<file path="src/rtl/hfe_pkg.sv">
package hfe_pkg;

    // defaults for the top level parameters and register resets
    localparam int MAX_WIDTH   = 64;
    localparam int MAX_ROWS    = 64;
    localparam int STORE_DEPTH_DEF = 4096;
    localparam int QUEUE_DEPTH = 2;

    // datapath widths
    localparam int CW     = 12;   // signed corner coordinate
    localparam int OFF_W  = 10;   // corner offset from the rectangle origin
    localparam int IDX_W  = 20;   // signed linear store index
    localparam int NUM_W  = 41;   // signed feature sum
    localparam int MAG_W  = 40;   // magnitude of the feature sum
    localparam int FRAC_W = 16;
    localparam int DVD_W  = MAG_W + FRAC_W;
    localparam int PROD_W = 16;
    localparam int AREA_W = 20;
    localparam int Q_W    = 32;
    localparam int CNT_W  = 5;

    typedef enum logic [3:0] {
        OP_LOAD   = 4'd0,
        OP_X2     = 4'd1,
        OP_Y2     = 4'd2,
        OP_X3     = 4'd3,
        OP_Y3     = 4'd4,
        OP_X4     = 4'd5,
        OP_Y4     = 4'd6,
        OP_CENTER = 4'd7,
        OP_X2Y2   = 4'd8
    } opcode_t;

    typedef enum logic {
        CFG_ROW_STRIDE  = 1'b0,
        CFG_ROWS_IN_USE = 1'b1
    } cfg_index_t;

    // corner offset select: multiples of the split step, or the full span
    typedef enum logic [2:0] {
        SEL_0    = 3'd0,
        SEL_A1   = 3'd1,
        SEL_A2   = 3'd2,
        SEL_A3   = 3'd3,
        SEL_A4   = 3'd4,
        SEL_SPAN = 3'd5
    } sel_t;

    typedef enum logic [2:0] {
        WT_P1 = 3'd0,
        WT_M1 = 3'd1,
        WT_P2 = 3'd2,
        WT_M2 = 3'd3,
        WT_M9 = 3'd4
    } wt_t;

    typedef enum logic [1:0] {
        K1 = 2'd0,
        K2 = 2'd1,
        K4 = 2'd2,
        K9 = 2'd3
    } kmul_t;

    typedef struct packed {
        sel_t x0;
        sel_t x1;
        sel_t y0;
        sel_t y1;
        wt_t  wt;
    } box_t;

    // classified item handed from the front end to the back end
    typedef struct packed {
        logic                 is_load;
        opcode_t              op;
        logic [11:0]          load_index;
        logic [31:0]          load_value;
        logic signed [CW-1:0] x;
        logic signed [CW-1:0] y;
        logic [7:0]           w;
        logic [7:0]           h;
        logic [7:0]           ax;
        logic [7:0]           ay;
        logic [7:0]           m1;
        logic [7:0]           m2;
        kmul_t                kmul;
        logic [1:0]           nbox;
    } cmd_t;

    // floor(v / 3) for 8-bit values via reciprocal multiply
    function automatic logic [7:0] div3(logic [7:0] v);
        logic [16:0] p;
        p = {9'd0, v} * 17'd171;
        return p[16:9];
    endfunction

    function automatic logic [OFF_W-1:0] sel_offset(sel_t s, logic [7:0] a, logic [7:0] span);
        logic [OFF_W-1:0] a1;
        a1 = {2'b00, a};
        unique case (s)
            SEL_0:    return '0;
            SEL_A1:   return a1;
            SEL_A2:   return a1 << 1;
            SEL_A3:   return (a1 << 1) + a1;
            SEL_A4:   return a1 << 2;
            SEL_SPAN: return {2'b00, span};
            default:  return '0;
        endcase
    endfunction

    function automatic box_t mk_box(sel_t x0, sel_t x1, sel_t y0, sel_t y1, wt_t wt);
        box_t b;
        b.x0 = x0;
        b.x1 = x1;
        b.y0 = y0;
        b.y1 = y1;
        b.wt = wt;
        return b;
    endfunction

    // box k of a feature type
    function automatic box_t box_desc(opcode_t op, logic [1:0] k);
        box_t d;
        d = mk_box(SEL_0, SEL_0, SEL_0, SEL_0, WT_P1);
        unique case (op)
            OP_X2:
                d = (k == 2'd0) ? mk_box(SEL_0, SEL_SPAN, SEL_0, SEL_A1, WT_P1)
                                : mk_box(SEL_0, SEL_SPAN, SEL_A1, SEL_A2, WT_M1);
            OP_Y2:
                d = (k == 2'd0) ? mk_box(SEL_0, SEL_A1, SEL_0, SEL_SPAN, WT_P1)
                                : mk_box(SEL_A1, SEL_A2, SEL_0, SEL_SPAN, WT_M1);
            OP_X3:
                d = (k == 2'd0) ? mk_box(SEL_0, SEL_SPAN, SEL_A2, SEL_A3, WT_P1)
                  : (k == 2'd1) ? mk_box(SEL_0, SEL_SPAN, SEL_0, SEL_A1, WT_P1)
                                : mk_box(SEL_0, SEL_SPAN, SEL_A1, SEL_A2, WT_M2);
            OP_Y3:
                d = (k == 2'd0) ? mk_box(SEL_0, SEL_A1, SEL_0, SEL_SPAN, WT_P1)
                  : (k == 2'd1) ? mk_box(SEL_A2, SEL_A3, SEL_0, SEL_SPAN, WT_P1)
                                : mk_box(SEL_A1, SEL_A2, SEL_0, SEL_SPAN, WT_M2);
            OP_X4:
                d = (k == 2'd0) ? mk_box(SEL_0, SEL_SPAN, SEL_0, SEL_A1, WT_P1)
                  : (k == 2'd1) ? mk_box(SEL_0, SEL_SPAN, SEL_A3, SEL_A4, WT_P1)
                                : mk_box(SEL_0, SEL_SPAN, SEL_A1, SEL_A3, WT_M1);
            OP_Y4:
                d = (k == 2'd0) ? mk_box(SEL_0, SEL_A1, SEL_0, SEL_SPAN, WT_P1)
                  : (k == 2'd1) ? mk_box(SEL_A3, SEL_A4, SEL_0, SEL_SPAN, WT_P1)
                                : mk_box(SEL_A1, SEL_A3, SEL_0, SEL_SPAN, WT_M1);
            OP_CENTER:
                d = (k == 2'd0) ? mk_box(SEL_0, SEL_A3, SEL_0, SEL_A3, WT_P1)
                                : mk_box(SEL_A1, SEL_A2, SEL_A1, SEL_A2, WT_M9);
            OP_X2Y2:
                d = (k == 2'd0) ? mk_box(SEL_0, SEL_A2, SEL_0, SEL_A2, WT_P1)
                  : (k == 2'd1) ? mk_box(SEL_A1, SEL_A2, SEL_A1, SEL_A2, WT_M2)
                                : mk_box(SEL_0, SEL_A1, SEL_0, SEL_A1, WT_M2);
            default:
                d = mk_box(SEL_0, SEL_0, SEL_0, SEL_0, WT_P1);
        endcase
        return d;
    endfunction

endpackage

</file>
<file path="src/rtl/hfe_back.sv">
module hfe_back #(
    parameter int STORE_DEPTH = hfe_pkg::STORE_DEPTH_DEF,
    parameter int AW          = (STORE_DEPTH > 1) ? $clog2(STORE_DEPTH) : 1
) (
    input  logic          clk,
    input  logic          rst_n,
    input  logic          cmd_empty,
    output logic          cmd_pop,
    input  hfe_pkg::cmd_t cmd,
    input  logic [6:0]    stride,
    input  logic [6:0]    rows,
    output logic          ram_we,
    output logic          ram_re,
    output logic [AW-1:0] ram_addr,
    output logic [31:0]   ram_wdata,
    input  logic [31:0]   ram_rdata,
    input  logic          res_full,
    output logic          res_push,
    output logic [31:0]   res_value,
    output logic          res_zero
);

    import hfe_pkg::*;

    typedef enum logic [7:0] {
        S_IDLE  = 8'b00000001,
        S_ADDR  = 8'b00000010,
        S_READ  = 8'b00000100,
        S_ACC   = 8'b00001000,
        S_AREA  = 8'b00010000,
        S_SCALE = 8'b00100000,
        S_DIV   = 8'b01000000,
        S_DONE  = 8'b10000000
    } state_t;

    state_t                  state_reg, state_next;
    cmd_t                    cmd_reg, cmd_next;
    logic [1:0]              box_reg, box_next;
    logic [1:0]              crn_reg, crn_next;
    logic [AW-1:0]           idx_reg, idx_next;
    logic                    zc_reg, zc_next;
    logic signed [NUM_W-1:0] acc_reg, acc_next;
    logic [PROD_W-1:0]       prod_reg, prod_next;
    logic [DVD_W-1:0]        rem_reg, rem_next;
    logic [DVD_W-1:0]        ds_reg, ds_next;
    logic [Q_W-1:0]          q_reg, q_next;
    logic [CNT_W-1:0]        cnt_reg, cnt_next;
    logic                    sat_reg, sat_next;
    logic                    neg_reg, neg_next;
    logic                    zero_reg, zero_next;

    // corner address path
    box_t                    desc;
    sel_t                    xsel, ysel;
    logic signed [CW-1:0]    px, py, row, col, s_s, h_s;
    logic signed [IDX_W-1:0] idx;
    logic                    corner_zero, oor;
    logic [AW-1:0]           addr_sel;

    // accumulate path
    logic [NUM_W-1:0]        val, scaled;
    logic                    term_neg, last_corner;

    // area and divide path
    logic [AREA_W-1:0]       area;
    logic [MAG_W-1:0]        mag;
    logic [DVD_W-1:0]        dvd, lim;
    logic                    ge;

    always_comb
    begin
        desc = box_desc(cmd_reg.op, box_reg);
        xsel = crn_reg[0] ? desc.x0 : desc.x1;
        ysel = (crn_reg[0] ^ crn_reg[1]) ? desc.y0 : desc.y1;
        px   = cmd_reg.x + $signed({2'b00, sel_offset(xsel, cmd_reg.ax, cmd_reg.w)});
        py   = cmd_reg.y + $signed({2'b00, sel_offset(ysel, cmd_reg.ay, cmd_reg.h)});
        s_s  = $signed({{(CW - 7){1'b0}}, stride});
        h_s  = $signed({{(CW - 7){1'b0}}, rows});
        corner_zero = (px <= 0) || (py <= 0);
        // clamp to the right edge or to the bottom row
        row  = ((px < s_s) && (py >= h_s)) ? (h_s - CW'(1)) : py;
        col  = ((px >= s_s) && (py < h_s)) ? (s_s - CW'(1)) : px;
        idx  = IDX_W'(row) * IDX_W'(s_s) + IDX_W'(col);
        oor  = (idx < 0) || (idx >= IDX_W'(STORE_DEPTH));
        addr_sel = oor ? AW'(STORE_DEPTH - 1) : idx[AW-1:0];
    end

    always_comb
    begin
        val = zc_reg ? '0 : {{(NUM_W - 32){1'b0}}, ram_rdata};
        unique case (desc.wt)
            WT_P1, WT_M1: scaled = val;
            WT_P2, WT_M2: scaled = val << 1;
            WT_M9:        scaled = (val << 3) + val;
            default:      scaled = val;
        endcase
        term_neg    = crn_reg[1] ^ ((desc.wt == WT_M1) || (desc.wt == WT_M2)
                                    || (desc.wt == WT_M9));
        last_corner = (crn_reg == 2'd3) && (box_reg == cmd_reg.nbox - 2'd1);
    end

    always_comb
    begin
        unique case (cmd_reg.kmul)
            K1:      area = AREA_W'(prod_reg);
            K2:      area = AREA_W'(prod_reg) << 1;
            K4:      area = AREA_W'(prod_reg) << 2;
            K9:      area = (AREA_W'(prod_reg) << 3) + AREA_W'(prod_reg);
            default: area = AREA_W'(prod_reg);
        endcase
        mag = acc_reg[NUM_W-1] ? MAG_W'(-acc_reg) : MAG_W'(acc_reg);
        dvd = {mag, {FRAC_W{1'b0}}};
        lim = DVD_W'(area) << 32;
        ge  = (rem_reg >= ds_reg);
    end

    always_comb
    begin
        state_next = state_reg;
        cmd_next   = cmd_reg;
        box_next   = box_reg;
        crn_next   = crn_reg;
        idx_next   = idx_reg;
        zc_next    = zc_reg;
        acc_next   = acc_reg;
        prod_next  = prod_reg;
        rem_next   = rem_reg;
        ds_next    = ds_reg;
        q_next     = q_reg;
        cnt_next   = cnt_reg;
        sat_next   = sat_reg;
        neg_next   = neg_reg;
        zero_next  = zero_reg;
        cmd_pop    = 1'b0;
        ram_we     = 1'b0;
        ram_re     = 1'b0;
        ram_addr   = idx_reg;
        ram_wdata  = cmd.load_value;
        res_push   = 1'b0;
        unique case (state_reg)
            S_IDLE:
            begin
                ram_addr = AW'(cmd.load_index);
                if (!cmd_empty)
                begin
                    cmd_pop = 1'b1;
                    if (cmd.is_load)
                    begin
                        ram_we = 1'b1;
                    end
                    else
                    begin
                        cmd_next   = cmd;
                        box_next   = '0;
                        crn_next   = '0;
                        acc_next   = '0;
                        state_next = S_ADDR;
                    end
                end
            end
            S_ADDR:
            begin
                idx_next   = addr_sel;
                zc_next    = corner_zero;
                state_next = S_READ;
            end
            S_READ:
            begin
                ram_re     = 1'b1;
                state_next = S_ACC;
            end
            S_ACC:
            begin
                acc_next = term_neg ? (acc_reg - $signed(scaled)) : (acc_reg + $signed(scaled));
                crn_next = crn_reg + 2'd1;
                if (crn_reg == 2'd3)
                begin
                    box_next = box_reg + 2'd1;
                end
                state_next = last_corner ? S_AREA : S_ADDR;
            end
            S_AREA:
            begin
                prod_next  = cmd_reg.m1 * cmd_reg.m2;
                state_next = S_SCALE;
            end
            S_SCALE:
            begin
                zero_next = (area == '0);
                neg_next  = acc_reg[NUM_W-1];
                sat_next  = (dvd >= lim);
                rem_next  = dvd;
                ds_next   = DVD_W'(area) << 31;
                q_next    = '0;
                cnt_next  = CNT_W'(Q_W - 1);
                state_next = ((area == '0) || (dvd >= lim)) ? S_DONE : S_DIV;
            end
            S_DIV:
            begin
                rem_next = ge ? (rem_reg - ds_reg) : rem_reg;
                q_next   = {q_reg[Q_W-2:0], ge};
                ds_next  = ds_reg >> 1;
                cnt_next = cnt_reg - CNT_W'(1);
                if (cnt_reg == '0)
                begin
                    state_next = S_DONE;
                end
            end
            S_DONE:
            begin
                if (!res_full)
                begin
                    res_push   = 1'b1;
                    state_next = S_IDLE;
                end
            end
            default:
            begin
                state_next = S_IDLE;
            end
        endcase
    end

    // zero area gives zero; otherwise saturate to the int32 limits, then apply the sign
    always_comb
    begin
        res_zero = zero_reg;
        if (zero_reg)
        begin
            res_value = '0;
        end
        else if (!neg_reg)
        begin
            res_value = (sat_reg || q_reg[Q_W-1]) ? 32'h7fff_ffff : q_reg;
        end
        else
        begin
            res_value = (sat_reg || (q_reg[Q_W-1] && (|q_reg[Q_W-2:0])))
                        ? 32'h8000_0000 : (~q_reg + 32'd1);
        end
    end

    always_ff @(posedge clk or negedge rst_n)
    begin
        if (!rst_n)
        begin
            state_reg <= S_IDLE;
        end
        else
        begin
            state_reg <= state_next;
        end
    end

    always_ff @(posedge clk)
    begin
        cmd_reg  <= cmd_next;
        box_reg  <= box_next;
        crn_reg  <= crn_next;
        idx_reg  <= idx_next;
        zc_reg   <= zc_next;
        acc_reg  <= acc_next;
        prod_reg <= prod_next;
        rem_reg  <= rem_next;
        ds_reg   <= ds_next;
        q_reg    <= q_next;
        cnt_reg  <= cnt_next;
        sat_reg  <= sat_next;
        neg_reg  <= neg_next;
        zero_reg <= zero_next;
    end

`ifndef SYNTH
    a_zero_area_value: assert property (@(posedge clk) disable iff (!rst_n)
        (res_push && res_zero) |-> (res_value == '0))
        else $error("zero area result carries a nonzero value");

    a_read_then_acc: assert property (@(posedge clk) disable iff (!rst_n)
        (state_reg == S_READ) |=> (state_reg == S_ACC))
        else $error("corner read not followed by accumulate");

    a_rem_bound: assert property (@(posedge clk) disable iff (!rst_n)
        (state_reg == S_DIV) |-> ({1'b0, rem_reg} < {ds_reg, 1'b0}))
        else $error("divider remainder out of range");
`endif

endmodule
</file>
<file path="config.mk">
export PLATFORM = sky130hd
export DESIGN_NAME = hfe_back
export DESIGN_NICKNAME = d
export VERILOG_FILES = /design/src/rtl/hfe_pkg.sv /design/src/rtl/hfe_back.sv
export SDC_FILE = /design/constraint.sdc
export NUM_CORES = 2
export LEC_CHECK = 0
export ABC_AREA = 1
export BUFFER_PORTS_ARGS = -buffer_cell sky130_fd_sc_hd__buf_2
export CORE_MARGIN = 2
export CORE_UTILIZATION = 55
export DETAILED_ROUTE_END_ITERATION = 12
export PLACE_DENSITY = 0.74
export RECOVER_POWER = 100
export SLEW_MARGIN = 5
export SYNTH_ARGS = -nofsm -noshare
export SYNTH_HDL_FRONTEND = slang
export SYNTH_SLANG_ARGS = --single-unit
</file>
<file path="constraint.sdc">
create_clock -name clk -period 13.6 [get_ports clk]
set_clock_uncertainty 0.15 [all_clocks]
set_input_delay 2.72 -clock clk [delete_from_list [all_inputs] [get_ports clk]]
set_output_delay 2.72 -clock clk [all_outputs]
set_load 0.02 [all_outputs]
</file>
# Word level (Yosys, flattened, before mapping)

Cells that the tools add are included.

Bits in registers: 314
Input bits: 175
Output and inout bits: 81
Logic and storage cells: 184

Add/sub/neg operators: 18
$mul: 2
Magnitude comparators: 10
Eq/ne operators: 42
Muxes and demuxes: 58
Bitwise operators: 5
Reductions and logical operators: 24

Operators with widths:

| cell                  | count |
|---|---|
| $pmux 56 s2           | 2 |
| $mux 32               | 5 |
| $mux 41               | 3 |
| $pmux 14 s8           | 1 |
| $pmux 10 s5           | 2 |
| $pmux 41 s2           | 1 |
| $pmux 20 s4           | 1 |
| $pmux 36 s2           | 1 |
| $mux 8                | 8 |
| $pmux 32 s2           | 1 |
| $pmux 8 s8            | 1 |
| $ge 56x52->1          | 1 |
| $ge 56x56->1          | 1 |
| $mux 14               | 4 |
| $mux 56               | 1 |
| $sub 56x56->56        | 1 |
| $mux 13               | 4 |
| $add 41x37->41        | 1 |
| $sub 41x37->41        | 1 |
| $mux 40               | 1 |
| $neg 40->40           | 1 |
| $add 35x32->36        | 1 |
| $mux 12               | 3 |
| $add 32x1->32 const B | 1 |
| 55 further kinds      | 112 |

# Logic depth before layout (Yosys ltp)

Depth after elaboration: 15
Depth in mapped cells: 56

# Worst setup path before layout

Ideal clock, no wire load.

Kind: input to register
Start: input stride[2]
End: register idx_reg[2], data pin
Arrival: 8647 ps
Required time: 13183 ps
Path slack: 4536 ps
Stages on the path: 34
Path buffers: 3
Path through: clkbuf_1 > clkinv_1 > ha_1 > nand2_1 > nor2_1 > a211oi_1 > o21ai_0 > inv_1 > o311ai_1 > nand3_2 > buf_2 > nand2_1 > nand2_1 > fa_1 > fa_1 > inv_1 > fa_1 > inv_1 > fa_1 > inv_1 > ha_1 > nand2_1 > nor2_1 > nand3_1 > nand3_1 > nand3_1 > nand2_1 > nand2_1 > a21oi_1 > nor2_1 > xnor2_1 > nor3_1 > buf_2 > nand3b_1

Word-level cells in the longest chain between the ends: 7

RTL lines:

| element                                     | RTL line        | source |
|---|---|---|
| start: declaration                          | hfe_back.sv:10  | `input logic [6:0] stride,` |
| $lt 12x8->1                                 | hfe_back.sv:81  | `row = ((px < s_s) && (py >= h_s)) ? (h_s - CW'(1)) : py;` |
| $logic_and 1x1->1                           | hfe_back.sv:81  |  |
| $mux 12                                     | hfe_back.sv:81  |  |
| $mul 12x8->20                               | hfe_back.sv:83  | `idx = IDX_W'(row) * IDX_W'(s_s) + IDX_W'(col);` |
| $add 20x12->20 *                            | hfe_back.sv:83  |  |
| $lt 20x1->1 or $ge 20x14->1 (tied branches) | hfe_back.sv:84  | `oor = (idx < 0) \|\| (idx >= IDX_W'(STORE_DEPTH));` |
| $logic_or 1x1->1                            | hfe_back.sv:84  |  |
| end signal: assignment                      | hfe_back.sv:260 | `idx_reg <= idx_next;` |
| end: declaration                            | hfe_back.sv:40  | `logic [AW-1:0] idx_reg, idx_next;` |

Mark *: on every way between the ends. The rest lies on a longest branch, timed or not.
A chain may end at the register's enable or synchronous reset.

# Worst setup path after layout

Start: register box_reg[0]
End: register idx_reg[3], data pin

Word-level cells in the longest chain between the ends: 15

RTL lines:

| element                                     | RTL line                       | source |
|---|---|---|
| start: declaration                          | hfe_back.sv:38                 | `logic [1:0] box_reg, box_next;` |
| start signal: assignment                    | hfe_back.sv:258                | `box_reg <= box_next;` |
| $eq 2x1->1                                  | --                             |  |
| $mux 13, or another cell as far along       | hfe_pkg.sv:153                 | `: (k == 2'd1) ? mk_box(SEL_A1, SEL_A2, SEL_A1, SEL_A2, WT_M2)` |
| $mux 13, or another cell as far along       | hfe_pkg.sv:152                 | `d = (k == 2'd0) ? mk_box(SEL_0, SEL_A2, SEL_0, SEL_A2, WT_P1)` |
| $pmux 14 s8 *                               | hfe_pkg.sv:125                 | `unique case (op)` |
| $mux 3 (on tied branches)                   | hfe_back.sv:73, hfe_back.sv:74 |  |
| $eq 3x3->1, or another cell as far along    | hfe_pkg.sv:100                 | `unique case (s)` |
| $pmux 10 s5                                 | hfe_pkg.sv:100                 |  |
| $add 12x11->12 (on tied branches)           | hfe_back.sv:75, hfe_back.sv:76 |  |
| $lt 12x8->1 or $ge 12x8->1 (tied branches)  | hfe_back.sv:81                 |  |
| $logic_and 1x1->1                           | hfe_back.sv:81                 |  |
| $mux 12                                     | hfe_back.sv:81                 |  |
| $mul 12x8->20                               | hfe_back.sv:83                 |  |
| $add 20x12->20 *                            | hfe_back.sv:83                 |  |
| $lt 20x1->1 or $ge 20x14->1 (tied branches) | hfe_back.sv:84                 |  |
| $logic_or 1x1->1                            | hfe_back.sv:84                 |  |

Marked as above.

==> metrics.md <==
| Metric | Value |
|---|---|
| Routability-driven placement congestion ratio | 1.00 |
| Setup TNS | 0 ps |
| Multi-input combinational cell area | 21300 sq um |
| CP max stage cell | sky130_fd_sc_hd__nor3_1 |
| Cell Area, Synth | 34700 sq um |
| Horizontal extent of the die | 255 microns |
| Violations in the final reports | max-capacitance violations, max-slew violations |
| Avg WL per Cell | 16.0 microns |
| Number of antenna violations at the first check in global routing | 1 |
| Highest cell delay on the worst timing path | 860 ps |
| Sequential-to-total area share from yosys stat | 0.267 |
| Via/cell ratio | 5.43 |
| Clock network latency to the later pin of the worst-skew pair | 600 ps |
| Arrival time at the worst endpoint | 11130 ps |
| Min Tclk post-route | 11010 ps |
| Synthesized area divided by synthesized cell count | 7.05 sq um |
| Count of distinct cell types in the synthesized netlist | 63 |
| CP Max Fanout | 12 |
| Die Ht | 255 microns |
| Clock transition at the registers of the reported paths | 60 ps |
| Critical path class | reg -> reg |
| RSZ-0062 raised after global routing | false |
| Half-perimeter wire length after placement | 76.0 mm |
| Number of synthesized flops with an enable pin | 301 |
| Maximum count of clock buffers along a single path | 3 |
| Die Footprint | 65100 sq um |
| Detailed-route via count | 32200 |
| Post-Syn Instances | 4915 |
| Slew at the pin closest to its max-slew limit | 3550 ps |
| Count of input and output buffers | 191 |
| Post-CTS setup buffers | 0 |
| Cts bufs inserted | 38 |
| Post-DRT Antenna Nets | 0 |
| Vias in the first global route | 30600 |
| Number of resized instances in the post-cts repair step | 0 |
| Wire length of the first global-routing pass | 151 mm |
| Row cnt | 92 |
| Initial Utilization | 0.553 |
| Number of flip-flops in the largest register | 80 |
| Final #Nets | 5632 |
| Initial DRC count | 2406 |
| Proportion of synthesized flip-flops having asynchronous set or reset | 0.0259 |
| Top-level I/O count | 256 |
| Htree depth | 2 |
| Critical register-to-register path startpoint | box_reg[0]$_SDFFCE_PP0P_ |
| Crit. End Element | register |
| Share of final-layout standard cells stronger than drive strength 1 | 0.0542 |
| Clock root cell | sky130_fd_sc_hd__clkbuf_16 |
| Tightest slew margin relative to the limit | -1.37 |
| Core footprint | 62700 sq um |
| Area added between synthesis and finish | 7.51% |
| Total number of yosys warnings | 0 |
| Number of design rule violations left after detail routing | 0 |
| Status | finished with violations |
| Most frequent cell on the critical path | sky130_fd_sc_hd__nand2_1 |
| Maximum number of pins on one net before global-route repair | 81 |
| Clock tree from TritonCTS | yes |
| Fin. max-slew vios | 434 |
| Number of setup violations in the final report | 0 |
| 1st-pass router iterations | 8 |
| Class of the worst hold path | reg -> reg |
| Hold-critical path depth | 1 |
| Reg2Reg Depth | 51 |
| GR Util All Layers | 0.288 |
| Kind of start point of the critical path | register |
| Routed wire length | 94.6 mm |
| Worst setup path startpoint | box_reg[0]$_SDFFCE_PP0P_ |
| Predominant post-synthesis flop cell | sky130_fd_sc_hd__edfxtp_1 |
| Post-cts hold buffer count | 0 |
| Net count after synthesis | 5504 |
| Final hold violation count | 0 |
| Fill cell instance count of the final layout | 5935 |
| Count of maximum capacitance violations | 7 |
| Highest clock rate | 90.8 MHz |
| FF+latch area | 9240 sq um |
| CTS Sinks | 309 |
| Worst min-delay path startpoint | state_reg[5]$_DFFE_PN0P_ |
| Total global routing overflow | 0 |
| Critical Path RT | 13720 ps |
| Seq cells post-synth | 309 |
| Share of the clock period used by the worst path | 0.810 |
layout make-up:
type | instances | area share
Sequential cell | 309 | 0.248
Clock buffer | 42 | 0.0259
Inverter | 928 | 0.0935
Clock inverter | 26 | 0.00698
Multi-Input combinational cell | 3556 | 0.571
Timing Repair Buffer | 210 | 0.0264
Antenna cell | 2 | 0.000134
Tap cell | 846 | 0.0284
cell usage in the layout, fill, tap and decap left out, types with 8 or more instances in the layout:
| cell type | netlist | layout |
|---|---|---|
| sky130_fd_sc_hd__nor2_1 | 543 | 546 |
| sky130_fd_sc_hd__fa_1 | 122 | 122 |
| sky130_fd_sc_hd__nand3_1 | 291 | 295 |
| sky130_fd_sc_hd__nor3_1 | 59 | 59 |
| sky130_fd_sc_hd__buf_2 | 14 | 135 |
| sky130_fd_sc_hd__nor4_1 | 27 | 26 |
| sky130_fd_sc_hd__or2_2 | 15 | 15 |
| sky130_fd_sc_hd__o21bai_1 | 23 | 23 |
| sky130_fd_sc_hd__edfxtp_1 | 301 | 301 |
| sky130_fd_sc_hd__a21oi_1 | 323 | 323 |
| sky130_fd_sc_hd__nand2_1 | 1093 | 1097 |
| sky130_fd_sc_hd__o22ai_1 | 14 | 14 |
| sky130_fd_sc_hd__xor2_1 | 123 | 123 |
| sky130_fd_sc_hd__o21ai_1 | 13 | 13 |
| sky130_fd_sc_hd__inv_2 | 11 | 8 |
| sky130_fd_sc_hd__a31oi_1 | 33 | 33 |
| sky130_fd_sc_hd__inv_1 | 912 | 912 |
| sky130_fd_sc_hd__nand3b_1 | 14 | 14 |
| sky130_fd_sc_hd__o211ai_1 | 11 | 11 |
| sky130_fd_sc_hd__xnor2_1 | 47 | 47 |
| sky130_fd_sc_hd__clkbuf_1 | 69 | 72 |
| sky130_fd_sc_hd__a221oi_1 | 14 | 14 |
| sky130_fd_sc_hd__a211oi_1 | 9 | 9 |
| sky130_fd_sc_hd__clkinv_2 | 0 | 8 |
| sky130_fd_sc_hd__clkbuf_16 | 0 | 38 |
| sky130_fd_sc_hd__o21ai_0 | 254 | 255 |
| sky130_fd_sc_hd__a21o_1 | 25 | 25 |
| sky130_fd_sc_hd__nand2_2 | 26 | 22 |
| sky130_fd_sc_hd__nand4_1 | 59 | 59 |
| sky130_fd_sc_hd__clkinv_1 | 5 | 14 |
| sky130_fd_sc_hd__and2_1 | 8 | 8 |
| sky130_fd_sc_hd__ha_1 | 292 | 292 |
| sky130_fd_sc_hd__a21boi_0 | 11 | 12 |
| sky130_fd_sc_hd__o21a_1 | 27 | 27 |
Yosys cell counts (8+ instances only):
| master | n | area (sq um) |
|---|---|---|
| sky130_fd_sc_hd__nand2_1 | 1093 | 4100 |
| sky130_fd_sc_hd__inv_1 | 912 | 3420 |
| sky130_fd_sc_hd__nor2_1 | 543 | 2040 |
| sky130_fd_sc_hd__a21oi_1 | 323 | 1620 |
| sky130_fd_sc_hd__edfxtp_1 | 301 | 9040 |
| sky130_fd_sc_hd__ha_1 | 292 | 3650 |
| sky130_fd_sc_hd__nand3_1 | 291 | 1460 |
| sky130_fd_sc_hd__o21ai_0 | 254 | 1270 |
| sky130_fd_sc_hd__xor2_1 | 123 | 1080 |
| sky130_fd_sc_hd__fa_1 | 122 | 2440 |
| sky130_fd_sc_hd__clkbuf_1 | 69 | 259 |
| sky130_fd_sc_hd__nand4_1 | 59 | 369 |
| sky130_fd_sc_hd__nor3_1 | 59 | 295 |
| sky130_fd_sc_hd__xnor2_1 | 47 | 412 |
| sky130_fd_sc_hd__buf_4 | 34 | 255 |
| sky130_fd_sc_hd__a31oi_1 | 33 | 206 |
| sky130_fd_sc_hd__nor4_1 | 27 | 169 |
| sky130_fd_sc_hd__o21a_1 | 27 | 203 |
| sky130_fd_sc_hd__nand2_2 | 26 | 163 |
| sky130_fd_sc_hd__a21o_1 | 25 | 188 |
| sky130_fd_sc_hd__o21bai_1 | 23 | 173 |
| sky130_fd_sc_hd__or2_2 | 15 | 93.8 |
| sky130_fd_sc_hd__a221oi_1 | 14 | 123 |
| sky130_fd_sc_hd__buf_2 | 14 | 70.1 |
| sky130_fd_sc_hd__nand3b_1 | 14 | 105 |
| sky130_fd_sc_hd__o22ai_1 | 14 | 87.6 |
| sky130_fd_sc_hd__o21ai_1 | 13 | 65.1 |
| sky130_fd_sc_hd__a21boi_0 | 11 | 82.6 |
| sky130_fd_sc_hd__inv_2 | 11 | 41.3 |
| sky130_fd_sc_hd__o211ai_1 | 11 | 82.6 |
| sky130_fd_sc_hd__nand3_2 | 10 | 100 |
| sky130_fd_sc_hd__a211oi_1 | 9 | 67.6 |
| sky130_fd_sc_hd__and2_1 | 8 | 50.1 |
worst max-delay path, delay by kind of cell (launching register included):
| kind | cells | cell delay [ps] |
|---|---|---|
| and+or+nand+nor | 23 | 3930 |
| adders and majority gates | 8 | 3350 |
| AOI/OAI and AO/OA | 9 | 1690 |
| buffers and inverters | 9 | 830 |
| DFF | 1 | 420 |
| xor gates and xnor gates | 2 | 340 |
through the flow:
step	setup slack, ps	utilization	instances	cell area, sq um	hold slack (ps)
3_3_place_gp	3210	0.577	5849	36200	329
4_1_cts	2960	0.597	5917	37500	344
3_5_place_dp	2980	0.577	5849	36200	335
5_1_grt	1010	0.594	5918	37300	355
2_1_floorplan	4540	-	4915	34700	298
6_report	2590	0.594	5919	37300	344
routing by layer:
metal / part of all wire / track usage
met5: 0 / 0
met3: 0.054 / 0.0295
met4: 0.036 / 0.0996
met2: 0.47 / 0.495
met1: 0.44 / 0.378
kinds of logic after synthesis:
family,synth area share
compound gates,0.131
simple gates,0.264
buf+inv,0.119
fa+ha+maj,0.176
mux,0.000578
flops,0.267
xor+xnor,0.0434
path summary, 6_finish.rpt:
kind	slack, ps	end
max	2590	idx_reg[3]$_SDFFCE_PP1P_
min	340	state_reg[5]$_DFFE_PN0P_
max reg2reg	2590	idx_reg[3]$_SDFFCE_PP1P_
min reg2reg	340	state_reg[5]$_DFFE_PN0P_
max in group asynchronous	11070	state_reg[0]$_DFFE_PN1P_
min in group asynchronous	1900	state_reg[4]$_DFFE_PN0P_
Power is not shown: default switching activity piles up to over one toggle a cycle in this logic, so the estimate is an artifact.
